$ cat src/design/hsv_pkg.sv
`timescale 1ns / 1ps

package hsv_pkg;

  localparam int DATA_W        = 16;
  localparam int FRAC_BITS_DEF = 12;

  typedef enum logic [2:0] {
    SEC_0,
    SEC_1,
    SEC_2,
    SEC_3,
    SEC_4,
    SEC_5
  } sector_e;

  typedef struct packed {
    logic    grey;
    sector_e sec;
  } ctrl_t;

endpackage

$ cat src/design/hsv_to_rgb.sv
// An accepted request passes the register stages listed below to out_valid_o, and is held while out_stall_i holds.
// Throughput: one request per cycle while out_stall_i is low; five register stages (clamp and sector split,
// first products, one minus terms, second products, formula select and saturation).
// Reset (rst_ni low, asynchronous): all stage valids clear and unbounded mode is off.
// cfg_ready_o is always high; the mode bit is taken on cfg_valid_i.
`timescale 1ns / 1ps

module hsv_to_rgb #(
  parameter int FRAC_BITS = hsv_pkg::FRAC_BITS_DEF
) (
  input  logic                              clk_i,
  input  logic                              rst_ni,
  input  logic                              cfg_valid_i,
  output logic                              cfg_ready_o,
  input  logic                              cfg_data_i,
  input  logic                              in_valid_i,
  output logic                              in_stall_o,
  input  logic signed [hsv_pkg::DATA_W-1:0] hue_i,
  input  logic signed [hsv_pkg::DATA_W-1:0] saturation_i,
  input  logic signed [hsv_pkg::DATA_W-1:0] value_i,
  output logic                              out_valid_o,
  input  logic                              out_stall_i,
  output logic signed [hsv_pkg::DATA_W-1:0] red_o,
  output logic signed [hsv_pkg::DATA_W-1:0] green_o,
  output logic signed [hsv_pkg::DATA_W-1:0] blue_o
);
  import hsv_pkg::*;

  localparam int OW = (FRAC_BITS + 2 > 18) ? FRAC_BITS + 2 : 18;
  localparam int MW = DATA_W + OW;
  localparam int RW = MW - FRAC_BITS;

  logic unbounded_q, unbounded_d;

  logic                     prep_ready, prep_valid;
  ctrl_t                    prep_ctrl;
  logic signed [DATA_W-1:0] prep_s, prep_v;
  logic [FRAC_BITS-1:0]     prep_f;
  logic [FRAC_BITS:0]       prep_omf;
  logic signed [OW-1:0]     prep_oms;

  logic                     mul_ready, mul_valid;
  ctrl_t                    mul_ctrl;
  logic signed [DATA_W-1:0] mul_v;
  logic signed [RW-1:0]     mul_m;
  logic signed [MW-1:0]     mul_pn, mul_pk;

  logic                     mix_ready;

  assign cfg_ready_o = 1'b1;
  assign unbounded_d = (cfg_valid_i && cfg_ready_o) ? cfg_data_i : unbounded_q;

  always_ff @(posedge clk_i or negedge rst_ni) begin
    if (!rst_ni) begin
      unbounded_q <= 1'b0;
    end else begin
      unbounded_q <= unbounded_d;
    end
  end

  assign in_stall_o = !prep_ready;

  hsv_prep #(.FRAC_BITS(FRAC_BITS)) u_prep (
    .clk_i       (clk_i),
    .rst_ni      (rst_ni),
    .unbounded_i (unbounded_q),
    .in_valid_i  (in_valid_i),
    .in_ready_o  (prep_ready),
    .hue_i       (hue_i),
    .sat_i       (saturation_i),
    .val_i       (value_i),
    .out_valid_o (prep_valid),
    .out_ready_i (mul_ready),
    .ctrl_o      (prep_ctrl),
    .s_o         (prep_s),
    .v_o         (prep_v),
    .f_o         (prep_f),
    .omf_o       (prep_omf),
    .oms_o       (prep_oms)
  );

  hsv_mul #(.FRAC_BITS(FRAC_BITS)) u_mul (
    .clk_i       (clk_i),
    .rst_ni      (rst_ni),
    .in_valid_i  (prep_valid),
    .in_ready_o  (mul_ready),
    .ctrl_i      (prep_ctrl),
    .s_i         (prep_s),
    .v_i         (prep_v),
    .f_i         (prep_f),
    .omf_i       (prep_omf),
    .oms_i       (prep_oms),
    .out_valid_o (mul_valid),
    .out_ready_i (mix_ready),
    .ctrl_o      (mul_ctrl),
    .v_o         (mul_v),
    .m_o         (mul_m),
    .pn_o        (mul_pn),
    .pk_o        (mul_pk)
  );

  hsv_mix #(.FRAC_BITS(FRAC_BITS)) u_mix (
    .clk_i       (clk_i),
    .rst_ni      (rst_ni),
    .in_valid_i  (mul_valid),
    .in_ready_o  (mix_ready),
    .ctrl_i      (mul_ctrl),
    .v_i         (mul_v),
    .m_i         (mul_m),
    .pn_i        (mul_pn),
    .pk_i        (mul_pk),
    .out_valid_o (out_valid_o),
    .out_ready_i (!out_stall_i),
    .red_o       (red_o),
    .green_o     (green_o),
    .blue_o      (blue_o)
  );

endmodule

$ cat src/design/hsv_prep.sv
`timescale 1ns / 1ps

module hsv_prep #(
  parameter int FRAC_BITS = hsv_pkg::FRAC_BITS_DEF,
  localparam int OW = (FRAC_BITS + 2 > 18) ? FRAC_BITS + 2 : 18
) (
  input  logic                                 clk_i,
  input  logic                                 rst_ni,
  input  logic                                 unbounded_i,
  input  logic                                 in_valid_i,
  output logic                                 in_ready_o,
  input  logic signed [hsv_pkg::DATA_W-1:0]    hue_i,
  input  logic signed [hsv_pkg::DATA_W-1:0]    sat_i,
  input  logic signed [hsv_pkg::DATA_W-1:0]    val_i,
  output logic                                 out_valid_o,
  input  logic                                 out_ready_i,
  output hsv_pkg::ctrl_t                       ctrl_o,
  output logic signed [hsv_pkg::DATA_W-1:0]    s_o,
  output logic signed [hsv_pkg::DATA_W-1:0]    v_o,
  output logic        [FRAC_BITS-1:0]          f_o,
  output logic        [FRAC_BITS:0]            omf_o,
  output logic signed [OW-1:0]                 oms_o
);
  import hsv_pkg::*;

  localparam int CW  = (FRAC_BITS + 2 > 17) ? FRAC_BITS + 2 : 17;
  localparam int H6W = (FRAC_BITS + 4 > 19) ? FRAC_BITS + 4 : 19;
  localparam int FW1 = FRAC_BITS + 1;
  localparam logic signed [CW-1:0] ONE_C = CW'(longint'(1) << FRAC_BITS);

  function automatic logic signed [DATA_W-1:0] clamp01(input logic signed [DATA_W-1:0] x);
    logic signed [CW-1:0] xe;
    xe = CW'(x);
    if (xe < 0) begin
      return '0;
    end else if (xe > ONE_C) begin
      return DATA_W'(ONE_C);
    end else begin
      return x;
    end
  endfunction

  logic signed [DATA_W-1:0] h, s, v;
  logic signed [H6W-1:0]    h6, sec_w;
  logic        [FRAC_BITS-1:0] f;
  logic        [FRAC_BITS:0]   omf;
  logic signed [OW-1:0]     oms;
  ctrl_t                    ctrl;
  logic                     en;
  logic                     vld_q;

  ctrl_t                    ctrl_q;
  logic signed [DATA_W-1:0] s_q, v_q;
  logic        [FRAC_BITS-1:0] f_q;
  logic        [FRAC_BITS:0]   omf_q;
  logic signed [OW-1:0]     oms_q;

  always_comb begin
    h     = unbounded_i ? hue_i : clamp01(hue_i);
    s     = unbounded_i ? sat_i : clamp01(sat_i);
    v     = unbounded_i ? val_i : clamp01(val_i);
    h6    = H6W'(h) * H6W'(6);
    sec_w = h6 >>> FRAC_BITS;
    f     = h6[FRAC_BITS-1:0];
    omf   = FW1'(ONE_C) - {1'b0, f};
    oms   = OW'(ONE_C) - OW'(s);
    ctrl.grey = (s == '0);
    case (sec_w)
      H6W'(0), H6W'(6): ctrl.sec = SEC_0;
      H6W'(1):          ctrl.sec = SEC_1;
      H6W'(2):          ctrl.sec = SEC_2;
      H6W'(3):          ctrl.sec = SEC_3;
      H6W'(4):          ctrl.sec = SEC_4;
      default:          ctrl.sec = SEC_5;
    endcase
  end

  assign en         = !vld_q || out_ready_i;
  assign in_ready_o = en;

  always_ff @(posedge clk_i or negedge rst_ni) begin
    if (!rst_ni) begin
      vld_q <= 1'b0;
    end else if (en) begin
      vld_q <= in_valid_i;
    end
  end

  always_ff @(posedge clk_i) begin
    if (en) begin
      ctrl_q <= ctrl;
      s_q    <= s;
      v_q    <= v;
      f_q    <= f;
      omf_q  <= omf;
      oms_q  <= oms;
    end
  end

  assign out_valid_o = vld_q;
  assign ctrl_o      = ctrl_q;
  assign s_o         = s_q;
  assign v_o         = v_q;
  assign f_o         = f_q;
  assign omf_o       = omf_q;
  assign oms_o       = oms_q;

endmodule

$ cat src/design/hsv_mul.sv
`timescale 1ns / 1ps

module hsv_mul #(
  parameter int FRAC_BITS = hsv_pkg::FRAC_BITS_DEF,
  localparam int OW = (FRAC_BITS + 2 > 18) ? FRAC_BITS + 2 : 18,
  localparam int MW = hsv_pkg::DATA_W + OW,
  localparam int RW = MW - FRAC_BITS
) (
  input  logic                              clk_i,
  input  logic                              rst_ni,
  input  logic                              in_valid_i,
  output logic                              in_ready_o,
  input  hsv_pkg::ctrl_t                    ctrl_i,
  input  logic signed [hsv_pkg::DATA_W-1:0] s_i,
  input  logic signed [hsv_pkg::DATA_W-1:0] v_i,
  input  logic        [FRAC_BITS-1:0]       f_i,
  input  logic        [FRAC_BITS:0]         omf_i,
  input  logic signed [OW-1:0]              oms_i,
  output logic                              out_valid_o,
  input  logic                              out_ready_i,
  output hsv_pkg::ctrl_t                    ctrl_o,
  output logic signed [hsv_pkg::DATA_W-1:0] v_o,
  output logic signed [RW-1:0]              m_o,
  output logic signed [MW-1:0]              pn_o,
  output logic signed [MW-1:0]              pk_o
);
  import hsv_pkg::*;

  localparam int PFW = DATA_W + FRAC_BITS + 1;
  localparam int PKW = DATA_W + FRAC_BITS + 2;
  localparam logic signed [OW-1:0] ONE_W = OW'(longint'(1) << FRAC_BITS);

  logic en_a, en_b, en_c;
  logic vld_a_q, vld_b_q, vld_c_q;

  // stage a: s*f, s*(1-f), v*(1-s)
  logic signed [PFW-1:0]    psf;
  logic signed [PKW-1:0]    psk;
  logic signed [MW-1:0]     pm;
  logic signed [PFW-1:0]    psf_q;
  logic signed [PKW-1:0]    psk_q;
  logic signed [MW-1:0]     pm_q;
  logic signed [DATA_W-1:0] v_a_q;
  ctrl_t                    ctrl_a_q;

  // stage b: 1 - s*f, 1 - s*(1-f), m
  logic signed [OW-1:0]     an, ak;
  logic signed [RW-1:0]     m_b;
  logic signed [OW-1:0]     an_q, ak_q;
  logic signed [RW-1:0]     m_b_q;
  logic signed [DATA_W-1:0] v_b_q;
  ctrl_t                    ctrl_b_q;

  // stage c: v*(1 - s*f), v*(1 - s*(1-f))
  logic signed [MW-1:0]     pn, pk;
  logic signed [MW-1:0]     pn_q, pk_q;
  logic signed [RW-1:0]     m_c_q;
  logic signed [DATA_W-1:0] v_c_q;
  ctrl_t                    ctrl_c_q;

  assign en_c       = !vld_c_q || out_ready_i;
  assign en_b       = !vld_b_q || en_c;
  assign en_a       = !vld_a_q || en_b;
  assign in_ready_o = en_a;

  assign psf = PFW'(s_i) * PFW'($signed({1'b0, f_i}));
  assign psk = PKW'(s_i) * PKW'($signed({1'b0, omf_i}));
  assign pm  = MW'(v_i) * MW'(oms_i);

  assign an  = ONE_W - OW'(psf_q >>> FRAC_BITS);
  assign ak  = ONE_W - OW'(psk_q >>> FRAC_BITS);
  assign m_b = RW'(pm_q >>> FRAC_BITS);

  assign pn = MW'(v_b_q) * MW'(an_q);
  assign pk = MW'(v_b_q) * MW'(ak_q);

  always_ff @(posedge clk_i or negedge rst_ni) begin
    if (!rst_ni) begin
      vld_a_q <= 1'b0;
      vld_b_q <= 1'b0;
      vld_c_q <= 1'b0;
    end else begin
      if (en_a) begin
        vld_a_q <= in_valid_i;
      end
      if (en_b) begin
        vld_b_q <= vld_a_q;
      end
      if (en_c) begin
        vld_c_q <= vld_b_q;
      end
    end
  end

  always_ff @(posedge clk_i) begin
    if (en_a) begin
      psf_q    <= psf;
      psk_q    <= psk;
      pm_q     <= pm;
      v_a_q    <= v_i;
      ctrl_a_q <= ctrl_i;
    end
    if (en_b) begin
      an_q     <= an;
      ak_q     <= ak;
      m_b_q    <= m_b;
      v_b_q    <= v_a_q;
      ctrl_b_q <= ctrl_a_q;
    end
    if (en_c) begin
      pn_q     <= pn;
      pk_q     <= pk;
      m_c_q    <= m_b_q;
      v_c_q    <= v_b_q;
      ctrl_c_q <= ctrl_b_q;
    end
  end

  assign out_valid_o = vld_c_q;
  assign ctrl_o      = ctrl_c_q;
  assign v_o         = v_c_q;
  assign m_o         = m_c_q;
  assign pn_o        = pn_q;
  assign pk_o        = pk_q;

endmodule

$ cat src/design/hsv_mix.sv
`timescale 1ns / 1ps

module hsv_mix #(
  parameter int FRAC_BITS = hsv_pkg::FRAC_BITS_DEF,
  localparam int OW = (FRAC_BITS + 2 > 18) ? FRAC_BITS + 2 : 18,
  localparam int MW = hsv_pkg::DATA_W + OW,
  localparam int RW = MW - FRAC_BITS
) (
  input  logic                              clk_i,
  input  logic                              rst_ni,
  input  logic                              in_valid_i,
  output logic                              in_ready_o,
  input  hsv_pkg::ctrl_t                    ctrl_i,
  input  logic signed [hsv_pkg::DATA_W-1:0] v_i,
  input  logic signed [RW-1:0]              m_i,
  input  logic signed [MW-1:0]              pn_i,
  input  logic signed [MW-1:0]              pk_i,
  output logic                              out_valid_o,
  input  logic                              out_ready_i,
  output logic signed [hsv_pkg::DATA_W-1:0] red_o,
  output logic signed [hsv_pkg::DATA_W-1:0] green_o,
  output logic signed [hsv_pkg::DATA_W-1:0] blue_o
);
  import hsv_pkg::*;

  localparam logic signed [RW-1:0] SAT_HI = RW'(32767);
  localparam logic signed [RW-1:0] SAT_LO = RW'(-32768);

  function automatic logic signed [DATA_W-1:0] sat16(input logic signed [RW-1:0] x);
    if (x > SAT_HI) begin
      return DATA_W'(SAT_HI);
    end else if (x < SAT_LO) begin
      return DATA_W'(SAT_LO);
    end else begin
      return DATA_W'(x);
    end
  endfunction

  logic signed [RW-1:0]     n, k, ve, r, g, b;
  logic                     en;
  logic                     vld_q;
  logic signed [DATA_W-1:0] red_q, green_q, blue_q;

  always_comb begin
    n  = RW'(pn_i >>> FRAC_BITS);
    k  = RW'(pk_i >>> FRAC_BITS);
    ve = RW'(v_i);
    if (ctrl_i.grey) begin
      r = ve; g = ve; b = ve;
    end else begin
      case (ctrl_i.sec)
        SEC_0: begin r = ve;  g = k;   b = m_i; end
        SEC_1: begin r = n;   g = ve;  b = m_i; end
        SEC_2: begin r = m_i; g = ve;  b = k;   end
        SEC_3: begin r = m_i; g = n;   b = ve;  end
        SEC_4: begin r = k;   g = m_i; b = ve;  end
        default: begin r = ve; g = m_i; b = n; end
      endcase
    end
  end

  assign en         = !vld_q || out_ready_i;
  assign in_ready_o = en;

  always_ff @(posedge clk_i or negedge rst_ni) begin
    if (!rst_ni) begin
      vld_q <= 1'b0;
    end else if (en) begin
      vld_q <= in_valid_i;
    end
  end

  always_ff @(posedge clk_i) begin
    if (en) begin
      red_q   <= sat16(r);
      green_q <= sat16(g);
      blue_q  <= sat16(b);
    end
  end

  assign out_valid_o = vld_q;
  assign red_o       = red_q;
  assign green_o     = green_q;
  assign blue_o      = blue_q;

endmodule

$ cat config.mk
export PLATFORM = sky130hd
export DESIGN_NAME = hsv_to_rgb
export DESIGN_NICKNAME = d
export VERILOG_FILES = /design/src/design/hsv_pkg.sv /design/src/design/hsv_to_rgb.sv /design/src/design/hsv_prep.sv /design/src/design/hsv_mul.sv /design/src/design/hsv_mix.sv
export SDC_FILE = /design/constraint.sdc
export NUM_CORES = 2
export LEC_CHECK = 0
export ABC_AREA = 1
export BUFFER_PORTS_ARGS = -buffer_cell sky130_fd_sc_hd__buf_4
export CAP_MARGIN = 40
export CORE_UTILIZATION = 40
export CTS_CLUSTER_SIZE = 16
export DETAILED_ROUTE_END_ITERATION = 7
export GPL_TIMING_DRIVEN = 0
export PLACE_DENSITY = 0.58
export SYNTH_ARGS = -nofsm -noshare
export SYNTH_HDL_FRONTEND = slang
export SYNTH_SLANG_ARGS = --single-unit
$ cat constraint.sdc
create_clock -name clk_i -period 26.6 [get_ports clk_i]
set_clock_uncertainty 0.15 [all_clocks]
set_input_delay 2.66 -clock clk_i [delete_from_list [all_inputs] [get_ports clk_i]]
set_output_delay 2.66 -clock clk_i [all_outputs]
set_load 0.05 [all_outputs]
# After elaboration in Yosys (flattened, before gate mapping)
# Cells that the tools add are included.
# totals
wordCells	104
out_inout_bits	51
register_bits	432
# classes
n_reduce_logical	20
order_cmp	12
n_mul	6
eq_ne	9
addsub	4
muxes	19
# op_table
op	count
one-hot mux 22 bit (3 select lines)	3
two-way mux 16 bit	12
multiplier 16 x 18 -> 34 bit	2
> comparator 22 x 16 -> 1 bit, second input constant	3
< comparator 22 x 16 -> 1 bit, second input constant	3
two-way mux 22 bit	3
> comparator 16 x 14 -> 1 bit, second input constant	3
< comparator 16 x 1 -> 1 bit, second input constant	3
== test 19 x 2 -> 1 bit, second input constant	2
== test 19 x 3 -> 1 bit, second input constant	2
multiplier 16 x 17 -> 33 bit	1
multiplier 16 x 14 -> 30 bit	1
multiplier 16 x 12 -> 28 bit	1
== test 19 x 1 -> 1 bit, second input constant	1
zero test 19 bit	1
multiplier 16 x 3 -> 18 bit, second input constant	1
subtractor 14 x 17 -> 18 bit, first input constant	1
subtractor 14 x 18 -> 18 bit, first input constant	1
subtractor 14 x 16 -> 17 bit, first input constant	1
zero test 16 bit	1
one-hot mux 3 bit (5 select lines)	1
subtractor 13 x 12 -> 13 bit, first input constant	1
OR reduction 2 bit	5
zero test 1 bit	7
5 further kinds	10

# Logic depth before layout (Yosys ltp)
# depth
word_depth	8
ltp_mapped	28

# By module
# A second synthesis with hierarchy kept.
# hier_totals
cells_unflattened	8664
hier_area_um2	69414.1
# by_module_without_submodules
module	area_each_um2	cells_per_inst	instances
hsv_mul	60316.6	7483	1
hsv_prep	4718.3	521	1
hsv_mix	4320.4	651	1
hsv_to_rgb	58.8	9	1

# Worst setup path before layout
# OpenSTA, ideal clock, no wires.
# synth_path
kind	input -> output
from	input out_stall_i
to	output in_stall_o
required_ps	23790
n_path_buf	0
t_arrival_ps	9564
stages	8
setup_slack_ps	14226
path_cell_list	nand2_1 > nor2_1 > inv_1 > nor2_1 > inv_1 > nor2_1 > inv_1 > nor2_1
# synth_via
elab_chain_len	7
# synth_rtl
item	line	text
start, declared	hsv_to_rgb.sv:22	input logic out_stall_i,
zero test 1 bit	hsv_to_rgb.sv:113	.out_ready_i (!out_stall_i),
logical OR 1 bit	hsv_mix.sv:62	assign en = !vld_q || out_ready_i;
logical OR 1 bit	hsv_mul.sv:61	assign en_c = !vld_c_q || out_ready_i;
named net u_mul.en_c	hsv_mul.sv:33	logic en_a, en_b, en_c;
logical OR 1 bit	hsv_mul.sv:62	assign en_b = !vld_b_q || en_c;
named net u_mul.en_b	hsv_mul.sv:33	
logical OR 1 bit	hsv_mul.sv:63	assign en_a = !vld_a_q || en_b;
named net mul_ready	hsv_to_rgb.sv:42	logic mul_ready, mul_valid;
logical OR 1 bit	hsv_prep.sv:78	assign en = !vld_q || out_ready_i;
zero test 1 bit	hsv_to_rgb.sv:61	assign in_stall_o = !prep_ready;
end, declared	hsv_to_rgb.sv:17	output logic in_stall_o,
# The timed path passes the listed nets, and every way through them passes these cells.

# Final worst setup path
# layout_path
from	register u_mul.v_b_q[6]
to	register u_mul.pk_q[20], in the netlist u_mul.pk_o[20], data pin
# layout_via
elab_chain_len	1
# layout_rtl
item	line	text
start, declared	hsv_mul.sv:51	logic signed [DATA_W-1:0] v_b_q;
start signal, assigned	hsv_mul.sv:107	v_b_q <= v_a_q;
multiplier 16 x 18 -> 34 bit	hsv_mul.sv:75	assign pk = MW'(v_b_q) * MW'(ak_q);
named net u_mul.pk[20]	hsv_mul.sv:55	logic signed [MW-1:0] pn, pk;
end signal, assigned	hsv_mul.sv:112	pk_q <= pk;
end, declared	hsv_mul.sv:56	logic signed [MW-1:0] pn_q, pk_q;
# The timed path passes the listed nets, and every way through them passes these cells.
# A chain may end at the register's enable or synchronous reset.

==> results.md <==
- DR top layer: met5
- Setup crit end kind: flip-flop
- Slew @ Worst Pin: 0.934 ns
- CTS root buf: clkbuf_16
- Met3 wire length: 13500 um
- GPL Wtd Cong: 0.938
- Synth top area cells: fa_1 37%, edfxtp_1 17%, inv_1 13%, nand2_1 11%, ha_1 8.2%
- Syn Area/Cell: 8.34 um^2
- Top-count cell post-synth: inv_1
- Top FF cell, synth: edfxtp_1
- Die Height: 403 um
- RSZ-0062 raised after global routing: no
- Distinct cells, synth: 55
- Area grow syn2layout: 8.17%
- Die area: 0.162 mm^2
- Final Critical Period: 7.75 ns
- Post-DP HPWL: 160000 um
- Clk slew on worst S/H paths: 0.06 ns
- CTS Sinks: 366
- Final setup fails: 0
- Layout cells sized above 1: 3.60%
- Achievable Freq: 129 MHz
- Yosys warns: 0
- Register area share after synthesis: 17.0%
- Worst stage delay on the critical path: 0.71 ns
- Max Slew Vio Count: 0
- Top-area cell type share of the netlist area: 37.1%
- Starting Density: 40.4%
- Num CTS Buffers: 43
- Syn Inst Count: 7713
- Async S/R FF share, synth: 1.64%
- Setup crit start kind: flip-flop
- Remaining DRCs: 0
- Drt pass-1 iters: 6
- CP max stage cell: clkbuf_1
- WL final: 188000 um
- Post-synth EDFFs: 360
- CTS resizes: 0
- Synth Cell Area: 0.0643 mm^2
- Outcome: completed
- PortBufs: 103
- Number of max-cap violations: 0
- Worst-path maximum fanout: 10
- Row Count: 146
- Synth Net Count: 9381
- Hold-fix buffers at CTS: 0
- Post-synthesis register bit count: 366
- Slew headroom: 37.7%
- WL met1: 79700 um
- Placed cell count: 9990
- WP data arrival: 7.93 ns
- Post-synth top cells: 2215 x inv_1, 1854 x nand2_1, 1191 x fa_1
- Area of the core: 0.159 mm^2
- Clock Latency Late Sink: 0.59 ns
- Die X: 403 um
- Fin nets: 9557
- Wirelength per Cell: 18.7 um
- Vias: 49500
- Final ANT Viol Nets: 0
- N_diodes: 0
- Initial antenna violation count: 3
- Clk buf depth: 3
- Kind of critical path: flip-flop to flip-flop
- Final Hold Viols: 0
- CP required: 26.78 ns
- Yosys top cell by area: fa_1
- Fin Setup TNS: 0 ns
- Initial DRC Count: 3662
- Largest net degree at the start of global routing: 75
- Met2 Routed Length: 87500 um
- Post-route insts no fill: 10100
- Filler cell count: 16000
- Top Ports: 105
- Vias in the first global route: 52500
- GRT Overall Usage: 23.8%
- First-pass GRT wire length: 298000 um
- TritonCTS clock tree: yes
- Min-Delay Path Class: flip-flop to flip-flop
- GR Overflow Total: 0
- H-tree depth: 2
- Mean number of vias per cell: 4.91
- Post-CTS Setup Repair Bufs: 0
- Final Cycle Share: 29.1%
- Worst path cell trace: clkbuf_1 -> buf_8 -> clkbuf_1 -> nand2_1 -> inv_1 -> fa_1 -> inv_1 -> fa_1 -> fa_1 -> inv_1 -> fa_1 -> fa_1 -> inv_1 -> fa_1 -> inv_1 -> ha_1 -> nand2_1 -> nor4_1 -> nand2_1 -> nand2_1 -> nand2_1 -> nand2_1 -> xor2_1
[cells by family after synthesis]
logic type	synth area share, %
XOR/XNOR	2.35
buffers and inverters	14.9
other	0.00583
AND/OR/NAND/NOR	15.3
AO/OA/AOI/OAI	5.18
flip-flops	17.0
adder cells (fa/ha/maj)	45.3
[layout make-up]
class                           count  area, um^2  area share, %
Buffer                            301        1230           1.77
Clock buffer                       52        1150           1.66
Clock inverter                     26         195          0.280
Inverter                         2222        8350           12.0
Multi-Input combinational cell   4824       43800           62.9
Sequential cell                   366       11000           15.7
Tap cell                         2146        2690           3.86
Timing Repair Buffer              131        1210           1.74
[worst paths after layout]
| kind | from | to | slack, ns | depth (start not counted) |
|---|---|---|---|---|
| max in group asynchronous | rst_ni | u_mul.vld_a_q$_DFFE_PN0P_ | 24.33 | 1 |
| max | u_mul.v_b_q[6]$_DFFE_PP_ | u_mul.pk_o[20]$_DFFE_PP_ | 18.85 | 23 |
| min in group asynchronous | rst_ni | unbounded_q$_DFFE_PN0P_ | 1.78 | 1 |
| min reg2reg | u_mul.v_a_q[1]$_DFFE_PP_ | u_mul.v_b_q[1]$_DFFE_PP_ | 0.25 | 0 |
| min | u_mul.v_a_q[1]$_DFFE_PP_ | u_mul.v_b_q[1]$_DFFE_PP_ | 0.25 | 0 |
| max reg2reg | u_mul.v_b_q[6]$_DFFE_PP_ | u_mul.pk_o[20]$_DFFE_PP_ | 18.85 | 23 |
[cells in the final DEF (no fill, tap or decap), drive strengths merged, types with 41 or more instances in the layout]
master / n
inv: 2226
nand2: 1869
fa: 1191
ha: 423
edfxtp: 360
nor2: 342
clkbuf: 321
a21oi: 239
buf: 163
o21ai: 157
nand3: 136
xor2: 116
xnor2: 57
nand4: 41
[state kept, by name, summed over array words and instances, names as in the netlist, 16 cells and up]
register / cells
u_mul.pk_o: 22
u_mul.pn_o: 22
u_mul.m_b_q: 21
u_mul.m_o: 21
u_mul.pm_q: 21
u_mul.ak_q: 18
u_mul.an_q: 18
u_mul.psk_q: 18
u_mul.psf_q: 17
u_mix.blue_o: 16
u_mix.green_o: 16
u_mix.red_o: 16
u_mul.v_a_q: 16
u_mul.v_b_q: 16
u_mul.v_o: 16
u_prep.oms_o: 16
u_prep.s_o: 16
u_prep.v_o: 16
[metal layers]
layer / track usage, % / vias to the layer above
met3: 3.66 / 343
li1: - / 22900
met4: 7.90 / 2
met5: 0 / -
met2: 39.5 / 1657
met1: 31.8 / 24600
[worst max-delay path, delay by kind of cell (launching register included)]
family / cells / cell delay (ns)
adders and majority gates: 7 / 3.33
DFF: 1 / 0.49
xor gates and xnor gates: 1 / 0.44
and+or+nand+nor: 7 / 1.26
buffers and inverters: 8 / 1.84
[metrics by stage]
step / hold WS (ns) / util, % / setup slack, ns / cell area [um^2]
global route: 0.252 / 43.7 / 18.61 / 69600
floorplan: 0.250 / - / 14.23 / 64300
detailed placement: 0.255 / 42.9 / 18.85 / 68300
global placement: 0.252 / 42.6 / 11.40 / 67800
finish: 0.247 / 43.7 / 18.85 / 69600
CTS: 0.245 / 43.7 / 18.84 / 69600
Power is left out: the tool's default activity adds up to more than one toggle a clock period on the data nets, which glitch-free logic cannot reach.
